===== src/source_token_lexer_assert.svh =====
// ----------------------------------------------------------------------------
// source_token_lexer_assert.svh
// Assertion macros used by the top-level lexer module.
// ----------------------------------------------------------------------------
`ifndef SOURCE_TOKEN_LEXER_ASSERT_SVH
`define SOURCE_TOKEN_LEXER_ASSERT_SVH

// Same-cycle implication, checked out of reset.
`define STL_ASSERT_NOW(label, ante, cons, msg) \
    label: assert property (@(posedge clk) disable iff (!rst_n) (ante) |-> (cons)) \
        else $error(msg);

// Next-cycle implication, checked out of reset.
`define STL_ASSERT_NEXT(label, ante, cons, msg) \
    label: assert property (@(posedge clk) disable iff (!rst_n) (ante) |=> (cons)) \
        else $error(msg);

`endif


===== src/stl_pkg.sv =====
`timescale 1ns / 1ps
// ----------------------------------------------------------------------------
// stl_pkg
// Types, codes and keyword tables for the source token lexer.
// ----------------------------------------------------------------------------
package stl_pkg;

    localparam int NUM_KW  = 11;
    localparam int NUM_OPS = 6;

    localparam logic [4:0] KIND_LEXEME  = 5'd0;
    localparam logic [4:0] KIND_IDENT   = 5'd1;
    localparam logic [4:0] KIND_INT     = 5'd2;
    localparam logic [4:0] KIND_DOUBLE  = 5'd3;
    localparam logic [4:0] KIND_EOF     = 5'd4;
    localparam logic [4:0] KIND_OP_BASE = 5'd14;
    localparam logic [4:0] KIND_SINGLE  = 5'd20;

    localparam logic [2:0] OP_EQ    = 3'd0;
    localparam logic [2:0] OP_NOT   = 3'd1;
    localparam logic [2:0] OP_GT    = 3'd2;
    localparam logic [2:0] OP_LT    = 3'd3;
    localparam logic [2:0] OP_PLUS  = 3'd4;
    localparam logic [2:0] OP_MINUS = 3'd5;

    localparam logic [7:0] CHAR_SLASH = 8'h2F;

    localparam logic [NUM_KW-1:0] ALL_KW = '1;

    // keyword text, right aligned: first character is the most significant byte
    localparam logic [55:0] KW_WORD [NUM_KW] = '{
        56'("int"), 56'("double"), 56'("byte"), 56'("bool"), 56'("true"),
        56'("false"), 56'("if"), 56'("else"), 56'("while"), 56'("char"),
        56'("int8")
    };
    localparam logic [2:0] KW_LEN [NUM_KW] = '{
        3'd3, 3'd6, 3'd4, 3'd4, 3'd4, 3'd5, 3'd2, 3'd4, 3'd5, 3'd4, 3'd4
    };
    localparam logic [4:0] KW_KIND [NUM_KW] = '{
        5'd5, 5'd6, 5'd7, 5'd8, 5'd9, 5'd10, 5'd11, 5'd12, 5'd13, 5'd7, 5'd7
    };

    typedef enum logic [3:0] {
        MODE_BETWEEN,
        MODE_IDENT,
        MODE_INT,
        MODE_DBL,
        MODE_OP,
        MODE_SLASH,
        MODE_LINE,
        MODE_BLOCK,
        MODE_BSTAR
    } lex_mode_t;

    typedef enum logic [3:0] {
        CLS_NUL,
        CLS_SPACE,
        CLS_NEWLINE,
        CLS_ALPHA,
        CLS_DIGIT,
        CLS_UNDER,
        CLS_DOT,
        CLS_SLASH,
        CLS_STAR,
        CLS_OP,
        CLS_OTHER
    } char_cls_t;

    typedef struct packed {
        logic [7:0] src_byte;
        char_cls_t  cls;
        logic [2:0] op_idx;
    } item_t;

    typedef struct packed {
        logic empty;
        logic full;
    } q_stat_t;

    typedef struct packed {
        logic [4:0] kind;
        logic [7:0] value;
    } res_t;

    function automatic logic [7:0] op_char(input logic [2:0] idx);
        logic [7:0] c;
        unique case (idx)
            OP_EQ:    c = 8'h3D;
            OP_NOT:   c = 8'h21;
            OP_GT:    c = 8'h3E;
            OP_LT:    c = 8'h3C;
            OP_PLUS:  c = 8'h2B;
            OP_MINUS: c = 8'h2D;
            default:  c = 8'h00;
        endcase
        return c;
    endfunction

    // drop every candidate that has no character at pos or whose character there differs from b
    function automatic logic [NUM_KW-1:0] kw_step(input logic [NUM_KW-1:0] cand,
                                                 input logic [2:0] pos,
                                                 input logic [7:0] b);
        logic [NUM_KW-1:0] res;
        logic [2:0]        sh;
        logic [7:0]        c;
        res = cand;
        for (int i = 0; i < NUM_KW; i++)
        begin
            sh = KW_LEN[i] - 3'd1 - pos;
            c  = KW_WORD[i][{sh, 3'b000} +: 8];
            if (pos >= KW_LEN[i] || c != b)
            begin
                res[i] = 1'b0;
            end
        end
        return res;
    endfunction

    function automatic logic [4:0] ident_kind(input logic [NUM_KW-1:0] cand,
                                              input logic [2:0] pos);
        logic [4:0] k;
        k = KIND_IDENT;
        // lowest-numbered matching keyword wins
        for (int i = NUM_KW - 1; i >= 0; i--)
        begin
            if (cand[i] && KW_LEN[i] == pos)
            begin
                k = KW_KIND[i];
            end
        end
        return k;
    endfunction

endpackage


===== src/stl_front.sv =====
`timescale 1ns / 1ps
// ----------------------------------------------------------------------------
// stl_front
// Accepts source bytes and tags each with its character class.
// ----------------------------------------------------------------------------
module stl_front
    import stl_pkg::*;
(
    input  logic       src_valid,
    output logic       src_stall,
    input  logic [7:0] src_byte,
    input  q_stat_t    q_stat,
    output logic       push,
    output item_t      push_item
);

    char_cls_t  cls;
    logic [2:0] op_idx;

    always_comb
    begin
        op_idx = OP_EQ;
        priority if (src_byte == 8'h00)
            cls = CLS_NUL;
        else if (src_byte == 8'h20 || src_byte == 8'h09)
            cls = CLS_SPACE;
        else if (src_byte == 8'h0A || src_byte == 8'h0D)
            cls = CLS_NEWLINE;
        else if ((src_byte >= 8'h61 && src_byte <= 8'h7A) ||
                 (src_byte >= 8'h41 && src_byte <= 8'h5A))
            cls = CLS_ALPHA;
        else if (src_byte >= 8'h30 && src_byte <= 8'h39)
            cls = CLS_DIGIT;
        else if (src_byte == 8'h5F)
            cls = CLS_UNDER;
        else if (src_byte == 8'h2E)
            cls = CLS_DOT;
        else if (src_byte == CHAR_SLASH)
            cls = CLS_SLASH;
        else if (src_byte == 8'h2A)
            cls = CLS_STAR;
        else if (src_byte == op_char(OP_EQ))
            cls = CLS_OP;
        else if (src_byte == op_char(OP_NOT))
        begin
            cls    = CLS_OP;
            op_idx = OP_NOT;
        end
        else if (src_byte == op_char(OP_GT))
        begin
            cls    = CLS_OP;
            op_idx = OP_GT;
        end
        else if (src_byte == op_char(OP_LT))
        begin
            cls    = CLS_OP;
            op_idx = OP_LT;
        end
        else if (src_byte == op_char(OP_PLUS))
        begin
            cls    = CLS_OP;
            op_idx = OP_PLUS;
        end
        else if (src_byte == op_char(OP_MINUS))
        begin
            cls    = CLS_OP;
            op_idx = OP_MINUS;
        end
        else
            cls = CLS_OTHER;
    end

    assign src_stall          = q_stat.full;
    assign push               = src_valid && !q_stat.full;
    assign push_item.src_byte = src_byte;
    assign push_item.cls      = cls;
    assign push_item.op_idx   = op_idx;

endmodule


===== src/stl_queue.sv =====
`timescale 1ns / 1ps
// ----------------------------------------------------------------------------
// stl_queue
// Small register queue of classified items between front and back.
// ----------------------------------------------------------------------------
module stl_queue
    import stl_pkg::*;
#(
    parameter int DEPTH = 4
)
(
    input  logic    clk,
    input  logic    rst_n,
    input  logic    push,
    input  item_t   push_item,
    input  logic    pop,
    output item_t   head_item,
    output q_stat_t q_stat
);

    localparam int PTR_W = (DEPTH > 1) ? $clog2(DEPTH) : 1;
    localparam int CNT_W = $clog2(DEPTH + 1);
    localparam logic [PTR_W-1:0] LAST_PTR = PTR_W'(DEPTH - 1);
    localparam logic [CNT_W-1:0] FULL_CNT = CNT_W'(DEPTH);

    item_t             entry_reg [DEPTH];
    logic [PTR_W-1:0]  head_reg, head_next;
    logic [PTR_W-1:0]  tail_reg, tail_next;
    logic [CNT_W-1:0]  count_reg, count_next;

    always_comb
    begin
        head_next  = head_reg;
        tail_next  = tail_reg;
        count_next = count_reg;
        if (push)
        begin
            tail_next = (tail_reg == LAST_PTR) ? '0 : tail_reg + 1'b1;
        end
        if (pop)
        begin
            head_next = (head_reg == LAST_PTR) ? '0 : head_reg + 1'b1;
        end
        if (push && !pop)
        begin
            count_next = count_reg + 1'b1;
        end
        else if (pop && !push)
        begin
            count_next = count_reg - 1'b1;
        end
    end

    always_ff @(posedge clk or negedge rst_n)
    begin
        if (!rst_n)
        begin
            head_reg  <= '0;
            tail_reg  <= '0;
            count_reg <= '0;
        end
        else
        begin
            head_reg  <= head_next;
            tail_reg  <= tail_next;
            count_reg <= count_next;
        end
    end

    always_ff @(posedge clk)
    begin
        if (push)
        begin
            entry_reg[tail_reg] <= push_item;
        end
    end

    assign head_item    = entry_reg[head_reg];
    assign q_stat.empty = (count_reg == '0);
    assign q_stat.full  = (count_reg == FULL_CNT);

endmodule


===== src/stl_back.sv =====
`timescale 1ns / 1ps
// ----------------------------------------------------------------------------
// stl_back
// Lexer state machine: turns classified items into tokens, one result a cycle unless stalled.
// ----------------------------------------------------------------------------
module stl_back
    import stl_pkg::*;
(
    input  logic       clk,
    input  logic       rst_n,
    input  item_t      head_item,
    input  q_stat_t    q_stat,
    output logic       pop,
    output logic       tok_valid,
    input  logic       tok_stall,
    output logic [4:0] kind,
    output logic [7:0] char_value,
    output logic       last
);

    lex_mode_t         mode_reg, mode_next;
    logic [2:0]        pend_reg, pend_next;
    logic [NUM_KW-1:0] cand_reg, cand_next;
    logic [2:0]        wpos_reg, wpos_next;
    logic              sub_reg, sub_next;
    logic              tok_valid_reg, tok_valid_next;
    logic [4:0]        kind_reg;
    logic [7:0]        value_reg;
    logic              last_reg;

    // results of the head item against the current state
    res_t       r0, r1;
    logic [1:0] n_res;
    logic       have_head, can_load, load;
    res_t       load_res;
    logic       load_last;

    // start of a new token
    lex_mode_t         st_mode;
    logic [2:0]        st_pend;
    logic [NUM_KW-1:0] st_cand;
    logic [2:0]        st_wpos;
    logic              st_emit;
    res_t              st_res;

    logic       pre_emit, do_start;
    res_t       pre_res;
    logic [7:0] b;
    char_cls_t  cls;
    logic       word_char, op_match;

    assign b   = head_item.src_byte;
    assign cls = head_item.cls;

    always_comb
    begin
        st_mode = MODE_BETWEEN;
        st_pend = pend_reg;
        st_cand = cand_reg;
        st_wpos = wpos_reg;
        st_emit = 1'b0;
        st_res  = '0;
        unique case (cls)
            CLS_NUL:
            begin
                st_emit     = 1'b1;
                st_res.kind = KIND_EOF;
            end
            CLS_SPACE, CLS_NEWLINE:
            begin
            end
            CLS_ALPHA:
            begin
                st_mode = MODE_IDENT;
                st_cand = kw_step(ALL_KW, 3'd0, b);
                st_wpos = 3'd1;
                st_emit = 1'b1;
                st_res  = '{kind: KIND_LEXEME, value: b};
            end
            CLS_DIGIT:
            begin
                st_mode = MODE_INT;
                st_emit = 1'b1;
                st_res  = '{kind: KIND_LEXEME, value: b};
            end
            CLS_SLASH:
                st_mode = MODE_SLASH;
            CLS_OP:
            begin
                st_mode = MODE_OP;
                st_pend = head_item.op_idx;
            end
            default:
            begin
                st_emit = 1'b1;
                st_res  = '{kind: KIND_SINGLE, value: b};
            end
        endcase
    end

    assign word_char = (cls == CLS_ALPHA) || (cls == CLS_DIGIT) || (cls == CLS_UNDER);
    assign op_match  = (cls == CLS_OP) && (pend_reg < 3'(NUM_OPS)) &&
                       ((pend_reg < OP_PLUS) ? (head_item.op_idx == OP_EQ)
                                             : (head_item.op_idx == pend_reg));

    always_comb
    begin
        mode_next = mode_reg;
        pend_next = pend_reg;
        cand_next = cand_reg;
        wpos_next = wpos_reg;
        pre_emit  = 1'b0;
        pre_res   = '0;
        do_start  = 1'b0;
        unique case (mode_reg)
            MODE_IDENT:
            begin
                if (word_char)
                begin
                    cand_next = kw_step(cand_reg, wpos_reg, b);
                    wpos_next = (wpos_reg == 3'd7) ? 3'd7 : wpos_reg + 3'd1;
                    pre_emit  = 1'b1;
                    pre_res   = '{kind: KIND_LEXEME, value: b};
                end
                else
                begin
                    pre_emit     = 1'b1;
                    pre_res.kind = ident_kind(cand_reg, wpos_reg);
                    do_start     = 1'b1;
                end
            end
            MODE_INT, MODE_DBL:
            begin
                if (cls == CLS_DIGIT || cls == CLS_DOT)
                begin
                    if (cls == CLS_DOT)
                    begin
                        mode_next = MODE_DBL;
                    end
                    pre_emit = 1'b1;
                    pre_res  = '{kind: KIND_LEXEME, value: b};
                end
                else
                begin
                    pre_emit     = 1'b1;
                    pre_res.kind = (mode_reg == MODE_DBL) ? KIND_DOUBLE : KIND_INT;
                    do_start     = 1'b1;
                end
            end
            MODE_OP:
            begin
                pre_emit = 1'b1;
                if (op_match)
                begin
                    pre_res.kind = KIND_OP_BASE + {2'b00, pend_reg};
                    mode_next    = MODE_BETWEEN;
                end
                else
                begin
                    pre_res  = '{kind: KIND_SINGLE, value: op_char(pend_reg)};
                    do_start = 1'b1;
                end
            end
            MODE_SLASH:
            begin
                priority if (cls == CLS_SLASH)
                    mode_next = MODE_LINE;
                else if (cls == CLS_STAR)
                    mode_next = MODE_BLOCK;
                else
                begin
                    pre_emit = 1'b1;
                    pre_res  = '{kind: KIND_SINGLE, value: CHAR_SLASH};
                    do_start = 1'b1;
                end
            end
            MODE_LINE:
            begin
                if (cls == CLS_NUL)
                begin
                    pre_emit     = 1'b1;
                    pre_res.kind = KIND_EOF;
                    mode_next    = MODE_BETWEEN;
                end
                else if (cls == CLS_NEWLINE)
                begin
                    mode_next = MODE_BETWEEN;
                end
            end
            MODE_BLOCK:
            begin
                if (cls == CLS_NUL)
                begin
                    pre_emit     = 1'b1;
                    pre_res.kind = KIND_EOF;
                    mode_next    = MODE_BETWEEN;
                end
                else if (cls == CLS_STAR)
                begin
                    mode_next = MODE_BSTAR;
                end
            end
            MODE_BSTAR:
            begin
                priority if (cls == CLS_NUL)
                begin
                    pre_emit     = 1'b1;
                    pre_res.kind = KIND_EOF;
                    mode_next    = MODE_BETWEEN;
                end
                else if (cls == CLS_SLASH)
                    mode_next = MODE_BETWEEN;
                else if (cls != CLS_STAR)
                    mode_next = MODE_BLOCK;
            end
            default:
                do_start = 1'b1;
        endcase

        if (do_start)
        begin
            mode_next = st_mode;
            pend_next = st_pend;
            cand_next = st_cand;
            wpos_next = st_wpos;
        end

        r0    = '0;
        r1    = '0;
        n_res = 2'd0;
        if (pre_emit)
        begin
            r0    = pre_res;
            n_res = 2'd1;
        end
        if (do_start && st_emit)
        begin
            if (pre_emit)
            begin
                r1    = st_res;
                n_res = 2'd2;
            end
            else
            begin
                r0    = st_res;
                n_res = 2'd1;
            end
        end
    end

    // Sequencer: an item leaves the queue once its last result, if it has any, is loaded.
    assign have_head = !q_stat.empty;
    assign can_load  = !tok_valid_reg || !tok_stall;
    assign pop  = have_head &&
                  ((n_res == 2'd0) || (can_load && ((n_res == 2'd1) || sub_reg)));
    assign load = have_head && can_load && (n_res != 2'd0);

    always_comb
    begin
        load_res  = sub_reg ? r1 : r0;
        load_last = 1'b1;
        if (n_res == 2'd2 && !sub_reg)
        begin
            load_last = 1'b0;
        end

        sub_next = sub_reg;
        if (load && n_res == 2'd2 && !sub_reg)
            sub_next = 1'b1;
        else if (pop)
            sub_next = 1'b0;

        if (load)
            tok_valid_next = 1'b1;
        else if (can_load)
            tok_valid_next = 1'b0;
        else
            tok_valid_next = tok_valid_reg;
    end

    always_ff @(posedge clk or negedge rst_n)
    begin
        if (!rst_n)
        begin
            mode_reg      <= MODE_BETWEEN;
            cand_reg      <= ALL_KW;
            wpos_reg      <= 3'd0;
            sub_reg       <= 1'b0;
            tok_valid_reg <= 1'b0;
        end
        else
        begin
            if (pop)
            begin
                mode_reg <= mode_next;
                cand_reg <= cand_next;
                wpos_reg <= wpos_next;
            end
            sub_reg       <= sub_next;
            tok_valid_reg <= tok_valid_next;
        end
    end

    always_ff @(posedge clk)
    begin
        if (pop)
        begin
            pend_reg <= pend_next;
        end
        if (load)
        begin
            kind_reg  <= load_res.kind;
            value_reg <= load_res.value;
            last_reg  <= load_last;
        end
    end

    assign tok_valid  = tok_valid_reg;
    assign kind       = kind_reg;
    assign char_value = value_reg;
    assign last       = last_reg;

endmodule


===== src/source_token_lexer.sv =====
`timescale 1ns / 1ps
// ----------------------------------------------------------------------------
// source_token_lexer
// Streaming tokenizer for a small C-like language, one source byte per item.
// ----------------------------------------------------------------------------
//  channel  handshake            payload
//  src      src_valid/src_stall  src_byte[7:0]
//  tok      tok_valid/tok_stall  kind[4:0], char_value[7:0], last
//
// A byte is taken every cycle while the queue has room; a byte that yields
// two results holds the lexer state machine until both are loaded into the output
// register; bytes that yield none pass at one per cycle, bytes that yield one likewise unless tok_stall holds.
// An accepted byte is written into the queue; its first result is then registered at the output.
// Reset returns the lexer to between tokens with an empty queue.
// tok_stall holds the output register; the queue absorbs QUEUE_DEPTH bytes.
// ----------------------------------------------------------------------------
module source_token_lexer
    import stl_pkg::*;
#(
    parameter int QUEUE_DEPTH = 4
)
(
    input  logic       clk,
    input  logic       rst_n,
    input  logic       src_valid,
    output logic       src_stall,
    input  logic [7:0] src_byte,
    output logic       tok_valid,
    input  logic       tok_stall,
    output logic [4:0] kind,
    output logic [7:0] char_value,
    output logic       last
);

`include "source_token_lexer_assert.svh"

    q_stat_t q_stat;
    logic    push, pop;
    item_t   push_item, head_item;

    stl_front u_front (
        .src_valid (src_valid),
        .src_stall (src_stall),
        .src_byte  (src_byte),
        .q_stat    (q_stat),
        .push      (push),
        .push_item (push_item)
    );

    stl_queue #(
        .DEPTH (QUEUE_DEPTH)
    ) u_queue (
        .clk       (clk),
        .rst_n     (rst_n),
        .push      (push),
        .push_item (push_item),
        .pop       (pop),
        .head_item (head_item),
        .q_stat    (q_stat)
    );

    stl_back u_back (
        .clk        (clk),
        .rst_n      (rst_n),
        .head_item  (head_item),
        .q_stat     (q_stat),
        .pop        (pop),
        .tok_valid  (tok_valid),
        .tok_stall  (tok_stall),
        .kind       (kind),
        .char_value (char_value),
        .last       (last)
    );

    `STL_ASSERT_NOW(a_pop_nonempty, pop, !q_stat.empty, "pop from empty queue")
    `STL_ASSERT_NEXT(a_second_follows, tok_valid && !last, tok_valid, "second result missing")
    `STL_ASSERT_NOW(a_eof_final, tok_valid && kind == KIND_EOF, last && char_value == 8'h00, "eof not final")

endmodule

===== config.mk =====
export PLATFORM = sky130hd
export DESIGN_NAME = source_token_lexer
export DESIGN_NICKNAME = d
export VERILOG_FILES = /design/src/stl_pkg.sv /design/src/stl_front.sv /design/src/stl_queue.sv /design/src/stl_back.sv /design/src/source_token_lexer.sv
export VERILOG_INCLUDE_DIRS = /design/src /design/src/src
export SDC_FILE = /design/constraint.sdc
export NUM_CORES = 1
export LEC_CHECK = 0
export BUFFER_PORTS_ARGS = -buffer_cell sky130_fd_sc_hd__buf_2
export CORE_ASPECT_RATIO = 1.4
export CORE_UTILIZATION = 68
export DETAILED_ROUTE_END_ITERATION = 12
export PLACE_DENSITY = 0.9
export SLEW_MARGIN = 5
export SYNTH_ARGS = -nofsm -noshare
export SYNTH_HDL_FRONTEND = slang
export SYNTH_SLANG_ARGS = --single-unit

===== constraint.sdc =====
create_clock -name clk -period 10.8 [get_ports clk]
set_clock_uncertainty 0.05 [all_clocks]
set_input_delay 1.62 -clock clk [delete_from_list [all_inputs] [get_ports clk]]
set_output_delay 1.62 -clock clk [all_outputs]
set_load 0.02 [all_outputs]

==> results.ini, run 1 <==
[placed_design]
place.gp.congestion = 0.976
dp.cells = 798
dp_hpwl_mm = 11.6
io_buffer_count = 27

[yosys]
synth_ff_type = edfxtp_1
ys_ff_latch = 104
syn_inst = 685
synth_seq_area_share_pct = 43.5
syn-num-nets = 728
syn_area_um2 = 6910
synth.avg_cell_area_um2 = 10.1
async_reset_ff_share_pct = 26.0
ys_warn_count = 0
synth-edff-count = 77
synth_cell_types = 80

[final_layout]
drive_gt1_share_pct = 14.0
largest_reg_flops = 60
fillers = 747
fin_nets = 717
area_growth_syn_to_layout_pct = 5.72
fin_cells = 814
diodes = 0

[critical_path]
criticalPathCategory = flip-flop to flip-flop
critPathLaunch = u_queue.head_reg[0]
cp-endpoint = u_queue.count_reg[2]
cp-end-kind = flip-flop
r2r_end = u_queue.count_reg[2]
regToRegSetupSlack_ns = 5.45
critical_path_arrival_ns = 5.57
rr_startpoint = u_queue.head_reg[0]
rr_worst_depth = 16
crit_fanout = 21
critPathRequiredTime_ns = 11.02
startpoint_type = flip-flop

[power_and_ir_drop]
finalPower_mw = 2.57
ir_drop_mv = 0.211
leakagePower_nw = 2.63
power_density_nw_per_um2 = 352

[clock_network]
clkSinkCount = 104
clock_path_buffers = 2
cts_resized = 0
clock_latency_ns = 0.35
post-cts-setup-buffers = 0
cts_tree = done
cts.reportedPaths.clkPinSlew_ns = 0.07
cts_hold_buf = 0
cts_root_buf = clkbuf_16
htree_levels = 3
numCtsBuffers = 9

[timing]
slew_headroom_pct = 28.4
setup_tns_ns = 0
finalSetupViolations = 0
grt_setup_unrepaired = no
maxSlewViolCount = 0
hold_ws_ns = 0.438
fmax_mhz = 187
worstMarginPinSlew_ns = 1.07
fin_crit_ns = 5.35
fin_crit_sh_pct = 49.5
hold_viol_final = 0

[global_routing]
grt_pass1_wl_mm = 26.4
overflow = 0
grt_max_degree = 28
gr-usage-all-layers_pct = 33.1
antenna_found_initial = 0
grt_pass1_vias = 5382

[detailed_routing]
wire_per_inst_um = 20.2
viasPerCell = 6.81
drc = 0
dr.pass1.iters = 5
wl_mm = 16.4
ant_nets = 0
route.vias.total = 5542
drt_iter0_markers = 687

[floorplanning]
initial_utilization_pct = 69.8
io_pins = 28
coreArea_um2 = 9900
num_rows = 43
fp.dieW_um = 87.2
die_h_um = 121
dieArea_um2 = 10600

[worst_hold_path]
hp-class = flip-flop to flip-flop
min_path_cells = 2
min_from = u_back.cand_reg[3]

[run_status]
outcome = finished clean

[run]
cap_violations = 0

[how the worst min path moves through the flow]
| stage | endpoint |
|---|---|
| 2_1_floorplan | u_back.cand_reg[9] |
| 3_3_place_gp | u_back.cand_reg[9] |
| 3_5_place_dp | u_back.cand_reg[9] |
| 4_1_cts | u_back.cand_reg[3] |
| 5_1_grt | u_back.cand_reg[3] |
| 6_report | u_back.cand_reg[3] |
[cells in the mapped netlist, types with 3 or more instances]
| cell type | number | area, µm² |
|---|---|---|
| nor3b_1 | 9 | 67.6 |
| inv_1 | 25 | 93.8 |
| buf_2 | 6 | 30.0 |
| mux2_2 | 5 | 56.3 |
| dfstp_2 | 11 | 289 |
| clkbuf_1 | 40 | 150 |
| xor2_1 | 17 | 149 |
| nand3b_1 | 10 | 75.1 |
| ha_1 | 30 | 375 |
| a21oi_1 | 35 | 175 |
| a211oi_1 | 8 | 60.1 |
| o21ai_0 | 46 | 230 |
| o31ai_1 | 4 | 30.0 |
| a41o_1 | 3 | 30.0 |
| edfxtp_1 | 77 | 2310 |
| nor2b_1 | 16 | 100 |
| a31oi_1 | 11 | 68.8 |
| o31a_1 | 3 | 26.3 |
| buf_1 | 3 | 11.3 |
| mux4_2 | 15 | 338 |
| nand2_1 | 46 | 173 |
| nor4_1 | 11 | 68.8 |
| xnor2_1 | 13 | 114 |
| or3_1 | 3 | 18.8 |
| and2_1 | 10 | 62.6 |
| o22ai_1 | 7 | 43.8 |
| nor3_1 | 25 | 125 |
| o2111ai_1 | 4 | 35.0 |
| a21o_1 | 4 | 30.0 |
| dfrtp_1 | 16 | 400 |
| nand4_1 | 6 | 37.5 |
| o211ai_1 | 4 | 30.0 |
| nand3_1 | 25 | 125 |
| and3_1 | 4 | 25.0 |
| or2_2 | 3 | 18.8 |
| or4_1 | 4 | 30.0 |
| nand2b_1 | 10 | 62.6 |
| nor4b_1 | 4 | 35.0 |
| mux2i_1 | 9 | 90.1 |
| a22oi_1 | 5 | 37.5 |
| nor2_1 | 46 | 173 |
[layout make-up]
| cell class | count | area (µm²) | area share [%] |
|---|---|---|---|
| Clock buffer | 9 | 225 | 3.08 |
| Multi-Input combinational cell | 503 | 3600 | 49.2 |
| Sequential cell | 104 | 3000 | 41.1 |
| Inverter | 27 | 101 | 1.39 |
| Tap cell | 135 | 169 | 2.31 |
| Timing Repair Buffer | 29 | 150 | 2.06 |
| Clock inverter | 7 | 60.1 | 0.822 |
[power breakdown]
group	leakage (nW)	switching [mW]	total (mW)	internal [mW]
combinational	1.49	0.963	1.53	0.567
clock	0.138	0.153	0.314	0.161
sequential	1.01	0.126	0.730	0.604
total	2.63	1.24	2.57	1.33
[cells in the final DEF (no fill, tap or decap), types with 6 or more instances in the layout]
| cell | instances |
|---|---|
| clkbuf_16 | 9 |
| nand4_1 | 6 |
| and2_1 | 10 |
| a21oi_1 | 35 |
| o22ai_1 | 7 |
| nor2b_1 | 16 |
| dfrtp_1 | 16 |
| mux4_2 | 15 |
| nor3b_1 | 9 |
| o21ai_0 | 46 |
| mux2i_1 | 9 |
| nor2_1 | 46 |
| edfxtp_1 | 77 |
| buf_2 | 27 |
| dfstp_2 | 11 |
| nor3_1 | 25 |
| a211oi_1 | 7 |
| nand3_1 | 25 |
| xnor2_1 | 13 |
| ha_1 | 30 |
| nand2_1 | 46 |
| xor2_1 | 17 |
| inv_1 | 25 |
| nor4_1 | 11 |
| a31oi_1 | 11 |
| nand2b_1 | 10 |
| nand3b_1 | 10 |
[critical path: stages, from the launching register on]
cell and delay (ns):
dfrtp_1 1.03, mux4_2 0.79, or4b_4 0.60, and3_4 0.23, nor3_4 0.29, nand2_2 0.20
nand2_1 0.15, ha_1 0.24, o21a_1 0.18, o21bai_1 0.11, buf_4 0.22, ha_1 0.22
inv_1 0.07, fa_1 0.38, xor2_1 0.18, nor2_1 0.14, xor2_1 0.17
[logic make-up (layout without fill, tap and decap cells)]
family          after synthesis  count (layout)  synth area share (%)
mux                          29              29                  7.01
xor+xnor                     30              30                  3.80
simple gates                248             248                  19.6
buf+inv                      78              72                  4.56
compound gates              165             165                  15.8
fa+ha+maj                    31              31                  5.72
flops                       104             104                  43.5
[through the flow]
step	util (%)	setup WS [ns]	cell area, µm²
2_1_floorplan	-	6.42	6910
6_report	73.8	5.45	7300
4_1_cts	73.8	5.43	7300
5_1_grt	73.8	5.09	7300
3_3_place_gp	70.9	5.66	7020
3_5_place_dp	70.9	5.48	7020
[per-layer routing]
layer / part of all wire [%] / track usage (%) / up-vias
met4: 4.5 / 17.8 / 0
met1: 39 / 40.6 / 2668
met3: 5.4 / 5.51 / 68
met5: 0 / 0 / -
li1: - / - / 2536
met2: 51 / 55.4 / 270
No activity file was read; power rests on OpenSTA's default activity.
==> inputs of run 2 (changes only) <==
CORE_UTILIZATION = 57   (was 68)
PLACE_DENSITY = 0.8   (was 0.9)
clock period = 4.6 ns   (was 10.8 ns; I/O delays follow)
==> results.ini, run 2 (synthesized netlist as in run 1, its figures left out) <==
[final_layout]
fin_cells = 837  ; +2.8%
mostFrequentLayoutCells = edfxtp_1, nor2_1, nand2_1, o21ai_0, a21oi_1
fin_area_um2 = 7440  ; +1.9%
diodes = 0  ; unchanged
fin_nets = 728  ; +1.5%
largest_reg_flops = 60  ; unchanged
drive_gt1_share_pct = 15.8  ; +1.8 points
final_common_cell = edfxtp_1
post-route-util_pct = 62.9  ; -11 points
area_growth_syn_to_layout_pct = 7.68

[power_and_ir_drop]
ir_drop_mv = 0.528  ; +150%
seqPwrFrac_pct = 26.3  ; -2.1 points
switchingPower_mw = 3.01  ; +140%
power_density_nw_per_um2 = 844  ; +140%
finalPower_mw = 6.28  ; +140%
p_sw_share_pct = 47.9  ; -0.34 points
power.internal_mw = 3.27  ; +150%
clock_power_share_pct = 13.0  ; +0.8 points
leakagePower_nw = 2.71  ; +2.8%
combPwrFrac_pct = 60.7  ; +1.3 points

[clock_network]
clkSinkCount = 104  ; unchanged
cts_hold_buf = 0  ; unchanged
post-cts-setup-buffers = 0  ; unchanged
htree_levels = 3  ; unchanged
cts_tree = done
numCtsBuffers = 9  ; unchanged
cts_resized = 0  ; unchanged
cts_root_buf = clkbuf_16
clock_latency_ns = 0.35  ; about the same
clock_path_buffers = 2  ; unchanged
cts.reportedPaths.clkPinSlew_ns = 0.08  ; about the same

[critical_path]
cp-end-kind = flip-flop
worstPathCellList = buf_4, mux4_2, xnor2_1, a41o_1, a21o_1, nand2_2, nand2_1, ha_1, o21a_1, o21bai_2, ha_1, inv_1, fa_1, xor2_1, nor2_1, xor2_1
critPathRequiredTime_ns = 4.83  ; -6.19 ns
criticalPathCategory = flip-flop to flip-flop
cp_slowest_cell = mux4_2
cpPeakStageDelay_ns = 0.58  ; -0.45 ns
regToRegSetupSlack_ns = 0.26  ; -5.19 ns
startpoint_type = flip-flop
crit_fanout = 15  ; -29%
critical_path_arrival_ns = 4.57  ; -1.00 ns

[placed_design]
post_dp_cell_area_um2 = 7120  ; +1.4%
dp.cells = 821  ; +2.9%
place.gp.congestion = 0.947  ; -3.0%
dp_slack_ns = 0.0792  ; -5.40 ns
dp_hpwl_mm = 12.1  ; +4.1%
io_buffer_count = 27  ; unchanged

[worst_hold_path]
hp-class = primary input to asynchronous set/reset pin

[timing]
hold_viol_final = 0  ; unchanged
finalSetupViolations = 0  ; unchanged
fin_crit_sh_pct = 94.4  ; +45 points
setup_ws_ns = 0.260  ; -5.19 ns
grt_setup_unrepaired = no
setup_tns_ns = 0  ; unchanged
slew_headroom_pct = 46.5  ; +18 points
worstMarginPinSlew_ns = 0.803  ; -0.269 ns
hold_ws_ns = 0.334  ; -0.104 ns
fmax_mhz = 230  ; +23%
maxSlewViolCount = 0  ; unchanged
fin_crit_ns = 4.34  ; -1.01 ns

[floorplanning]
fp.dieW_um = 95.0  ; +9.0%
io_pins = 28  ; unchanged
dieArea_um2 = 12600  ; +19%
coreArea_um2 = 11800  ; +19%
num_rows = 47  ; +9.3%
die_h_um = 132  ; +9.1%
initial_utilization_pct = 58.4  ; -11 points

[global_routing]
grt_max_degree = 28  ; unchanged
grt_pass1_wl_mm = 27.3  ; +3.3%
grt_pass1_vias = 5304  ; -1.4%
antenna_found_initial = 0  ; unchanged
gr-usage-all-layers_pct = 28.7  ; -4.4 points
overflow = 0  ; unchanged

[run_status]
outcome = finished clean

[detailed_routing]
wire_per_inst_um = 20.7  ; +2.7%
ant_nets = 0  ; unchanged
drt_iter0_markers = 575  ; -16%
wl_mm = 17.3  ; +5.6%
viasPerCell = 6.66  ; -2.1%
route.vias.total = 5577  ; +0.63%
dr.pass1.iters = 6  ; +1
drc = 0  ; unchanged

[run]
cap_violations = 0  ; unchanged

## run 2: path summary, 6_finish.rpt
path                                          start                    to  cells after the start
max in group asynchronous                     rst_n   u_queue.head_reg[0]                      1
worst min-delay path                          rst_n    u_back.wpos_reg[0]                      1
min in group clk                 u_back.cand_reg[9]    u_back.cand_reg[9]                      2
worst max-delay path            u_queue.head_reg[0]  u_queue.count_reg[2]                     16
worst min register to register   u_back.cand_reg[9]    u_back.cand_reg[9]                      2
worst max register to register  u_queue.head_reg[0]  u_queue.count_reg[2]                     16
## run 2: worst max-delay path, delay by kind of cell (launching register included)
kind            cells  cell delay, ns
compound gates      4            0.95
fa+ha+maj           3            0.93
mux                 1            0.58
flops               1            0.49
xor+xnor            3            0.48
simple gates        3            0.40
buf+inv             2            0.39
## run 2: power by group through the flow
| stage | combinational, mW | clock (mW) | sequential, mW |
|---|---|---|---|
| floorplan | 2.80 | 0 | 1.63 |
| global placement | 3.58 | 0 | 1.64 |
| detailed placement | 3.71 | 0 | 1.67 |
| CTS | 3.73 | 0.823 | 1.65 |
| global route | 4.13 | 0.855 | 1.69 |
| finish | 3.81 | 0.815 | 1.65 |
## run 2: cell type report
| type | instances | area (µm²) |
|---|---|---|
| Sequential cell | 104 | 3000 |
| Tap cell | 147 | 184 |
| Multi-Input combinational cell | 503 | 3600 |
| Clock buffer | 9 | 225 |
| Inverter | 27 | 101 |
| Timing Repair Buffer | 40 | 233 |
| Clock inverter | 7 | 90.1 |
| Fill cell | 960 | 4380 |
## run 2: routing by layer
| metal | vias up | global-route usage, % | routed length [µm] |
|---|---|---|---|
| met4 | 0 | 15.2 | 829 |
| met3 | 75 | 3.98 | 1090 |
| li1 | 2559 | - | - |
| met5 | - | 0 | 0 |
| met1 | 2681 | 37.1 | 6980 |
| met2 | 262 | 46.3 | 8440 |
==> inputs of run 3 (changes only) <==
ABC_AREA = 1   (was default)
CAP_MARGIN = 30   (was default)
==> results.ini, run 3 <==
[run_status]
outcome = finished with violations
violations = DRC

[clock_network]
post-cts-setup-buffers = 0  ; unchanged
clock_path_buffers = 2  ; unchanged
numCtsBuffers = 9  ; unchanged
cts_resized = 0  ; unchanged
clkSinkCount = 104  ; unchanged
cts_hold_buf = 0  ; unchanged
cts.reportedPaths.clkPinSlew_ns = 0.07  ; about the same
cts_root_buf = clkbuf_16
clock_latency_ns = 0.35  ; about the same
cts_tree = done
htree_levels = 3  ; unchanged

[detailed_routing]
drt_iter0_markers = 464  ; -19%
drc = 6  ; +6
viasPerCell = 5.69  ; -15%
route.vias.total = 6479  ; +16%
wl_mm = 17.0  ; -1.8%
ant_nets = 0  ; unchanged
dr.pass1.iters = 12  ; +6
wire_per_inst_um = 14.9  ; -28%

[critical_path]
critPathLaunch = u_queue.head_reg[0]
cp-end-kind = flip-flop
critical-path-top-delay-family = simple AND/OR/NAND/NOR gates
rr_startpoint = u_queue.head_reg[0]
cpPeakStageDelay_ns = 0.42  ; -0.16 ns
critPathRequiredTime_ns = 4.78  ; -0.05 ns
rr_worst_depth = 22  ; +6
cpMostUsedCell = nand2_1
critical_path_arrival_ns = 4.22  ; -0.35 ns
critPathBufInv = 5  ; +3
crit_cells = 22  ; +6
worstPathCellList = buf_4, nand2_1, nand3_1, nand2_1, nand2_2, inv_2, nand2_4, nand3_2, inv_2, nor2_8, nand2_4, nand2_1, ha_1, o21ai_0, a21oi_2, inv_1, ha_1, inv_1, fa_1, a21oi_1, o21ai_0, xor2_1
regToRegSetupSlack_ns = 0.56  ; +0.30 ns
startpoint_type = flip-flop
criticalPathCategory = flip-flop to flip-flop
crit_fanout = 34  ; +19
cp_slowest_cell = dfrtp_1

[placed_design]
dp_hpwl_mm = 12.8  ; +5.7%
place.gp.congestion = 0.978  ; +3.3%
post_dp_cell_area_um2 = 7560  ; +6.3%
io_buffer_count = 27  ; unchanged

[yosys]
synth-edff-count = 77  ; unchanged
syn_area_um2 = 7330  ; +6.1%
synthTopCellsByCount = nand2_1, nor2_1, nand3_1
synth_seq_area_share_pct = 41.0  ; -2.5 points
synth.avg_cell_area_um2 = 7.64  ; -24%
synth_top_area_share_pct = 31.6  ; -1.9 points
yosysTopAreaCell = edfxtp_1
synth_cell_types = 51  ; -36%
async_reset_ff_share_pct = 26.0  ; unchanged
syn_inst = 959  ; +40%
ys_top_cells_by_area = edfxtp_1, nand2_1, nand3_1
ys_ff_latch = 104  ; unchanged
ys_warn_count = 0  ; unchanged
synth_ff_type = edfxtp_1
syn-num-nets = 1002  ; +38%
yosysMostFrequentCell = nand2_1

[global_routing]
grt_pass1_wl_mm = 28.3  ; +3.8%
gr-usage-all-layers_pct = 26.9  ; -1.8 points
grt_max_degree = 35  ; +25%
grt_pass1_vias = 6157  ; +16%
antenna_found_initial = 0  ; unchanged
overflow = 0  ; unchanged

[power_and_ir_drop]
seqPwrFrac_pct = 23.7  ; -2.6 points
clock_power_share_pct = 11.3  ; -1.7 points
ir_drop_mv = 0.404  ; -24%
leakagePower_nw = 3.62  ; +34%
finalPower_mw = 6.28  ; about the same
switchingPower_mw = 3.33  ; +11%
combPwrFrac_pct = 65.0  ; +4.3 points
power.internal_mw = 2.95  ; -9.7%
p_sw_share_pct = 53.0  ; +5.1 points
power_density_nw_per_um2 = 801  ; -5.1%

[timing]
hold_viol_final = 0  ; unchanged
fin_crit_ns = 4.04  ; -0.302 ns
maxSlewViolCount = 0  ; unchanged
fin_crit_sh_pct = 87.8  ; -6.6 points
setup_tns_ns = 0  ; unchanged
grt_setup_unrepaired = no
finalSetupViolations = 0  ; unchanged
slew_headroom_pct = 42.9  ; -3.6 points
worstMarginPinSlew_ns = 0.849  ; +0.0460 ns
fmax_mhz = 248  ; +7.5%

[floorplanning]
fp.dieW_um = 97.8  ; +2.9%
num_rows = 48  ; +2.1%
die_h_um = 136  ; +3.0%
initial_utilization_pct = 58.9  ; +0.51 points
io_pins = 28  ; unchanged
coreArea_um2 = 12400  ; +5.2%
dieArea_um2 = 13300  ; +6.0%

[final_layout]
final_common_cell = nand2_1
area_growth_syn_to_layout_pct = 7.00
diodes = 0  ; unchanged
drive_gt1_share_pct = 12.1  ; -3.7 points
fillers = 1110  ; +16%
fin_nets = 1027  ; +41%
fin_area_um2 = 7840  ; +5.4%
mostFrequentLayoutCells = nand2_1, nor2_1, nand3_1
largest_reg_flops = 60  ; unchanged

[worst_hold_path]
hp-class = primary input to asynchronous set/reset pin

[run]
cap_violations = 0  ; unchanged

==> run 3: cell types whose count changed after synthesis, sizes merged, moves of 11 or more <==
cell    change
inv        +71
and2       -11
mux4       -15
nand2     +265
nor2       +67
clkbuf     -36
nand4      +17
nor2b      -16
nand3      +80
==> run 3: worst paths after layout <==
path,end
worst max-delay path,u_queue.count_reg[2]
worst min-delay path,u_queue.tail_reg[0]
worst max register to register,u_queue.count_reg[2]
worst min register to register,u_back.cand_reg[5]
max in group asynchronous,u_queue.head_reg[1]
min in group clk,u_back.cand_reg[5]
==> run 3: cells by family after synthesis <==
group                    count (synthesis)  share of synthesized area [%]
AO/OA/AOI/OAI                          100                           7.65
XOR/XNOR                                21                           2.51
buffers and inverters                  123                           7.53
AND/OR/NAND/NOR                        579                           35.8
adder cells (fa/ha/maj)                 31                           5.40
multiplexers                             1                          0.154
flip-flops                             104                           41.0
==> run 3: area by class of cell <==
| class | instances | area [µm²] | share of cell area (%) |
|---|---|---|---|
| clock buffers | 9 | 225 | 2.87 |
| multi-input cells | 732 | 3780 | 48.2 |
| repair buffers | 38 | 218 | 2.78 |
| inverters | 99 | 377 | 4.80 |
| well taps | 150 | 188 | 2.39 |
| clock inverters | 7 | 53.8 | 0.686 |
| flip-flops and latches | 104 | 3000 | 38.3 |
==> run 3: through the flow <==
step	hold WS [ns]	setup slack [ns]	instances	utilization [%]
final	0.319	0.562	1139	63.1
after global routing	0.369	0.252	1139	63.1
after CTS	0.341	0.585	1139	63.1
after detailed placement	0.406	0.607	1123	60.8
after global placement	0.401	0.738	1123	60.8
after floorplan	0.344	1.03	959	-
==> run 3: layer usage <==
metal / vias up / routed length (µm) / GRT usage [%]
li1: 3216 / - / -
met1: 3015 / 7030 / 31.1
met2: 201 / 8630 / 48.8
met3: 47 / 728 / 3.03
met4: 0 / 643 / 13.7
met5: - / 0 / 0
==> run 3: power groups by stage <==
stage               combinational (mW)  sequential [mW]  clock, mW
detailed placement                4.01             1.51          0
global route                      4.55             1.51      0.758
global placement                  3.95             1.50          0
floorplan                         3.11             1.57          0
CTS                               4.03             1.49      0.717
finish                            4.08             1.49      0.710
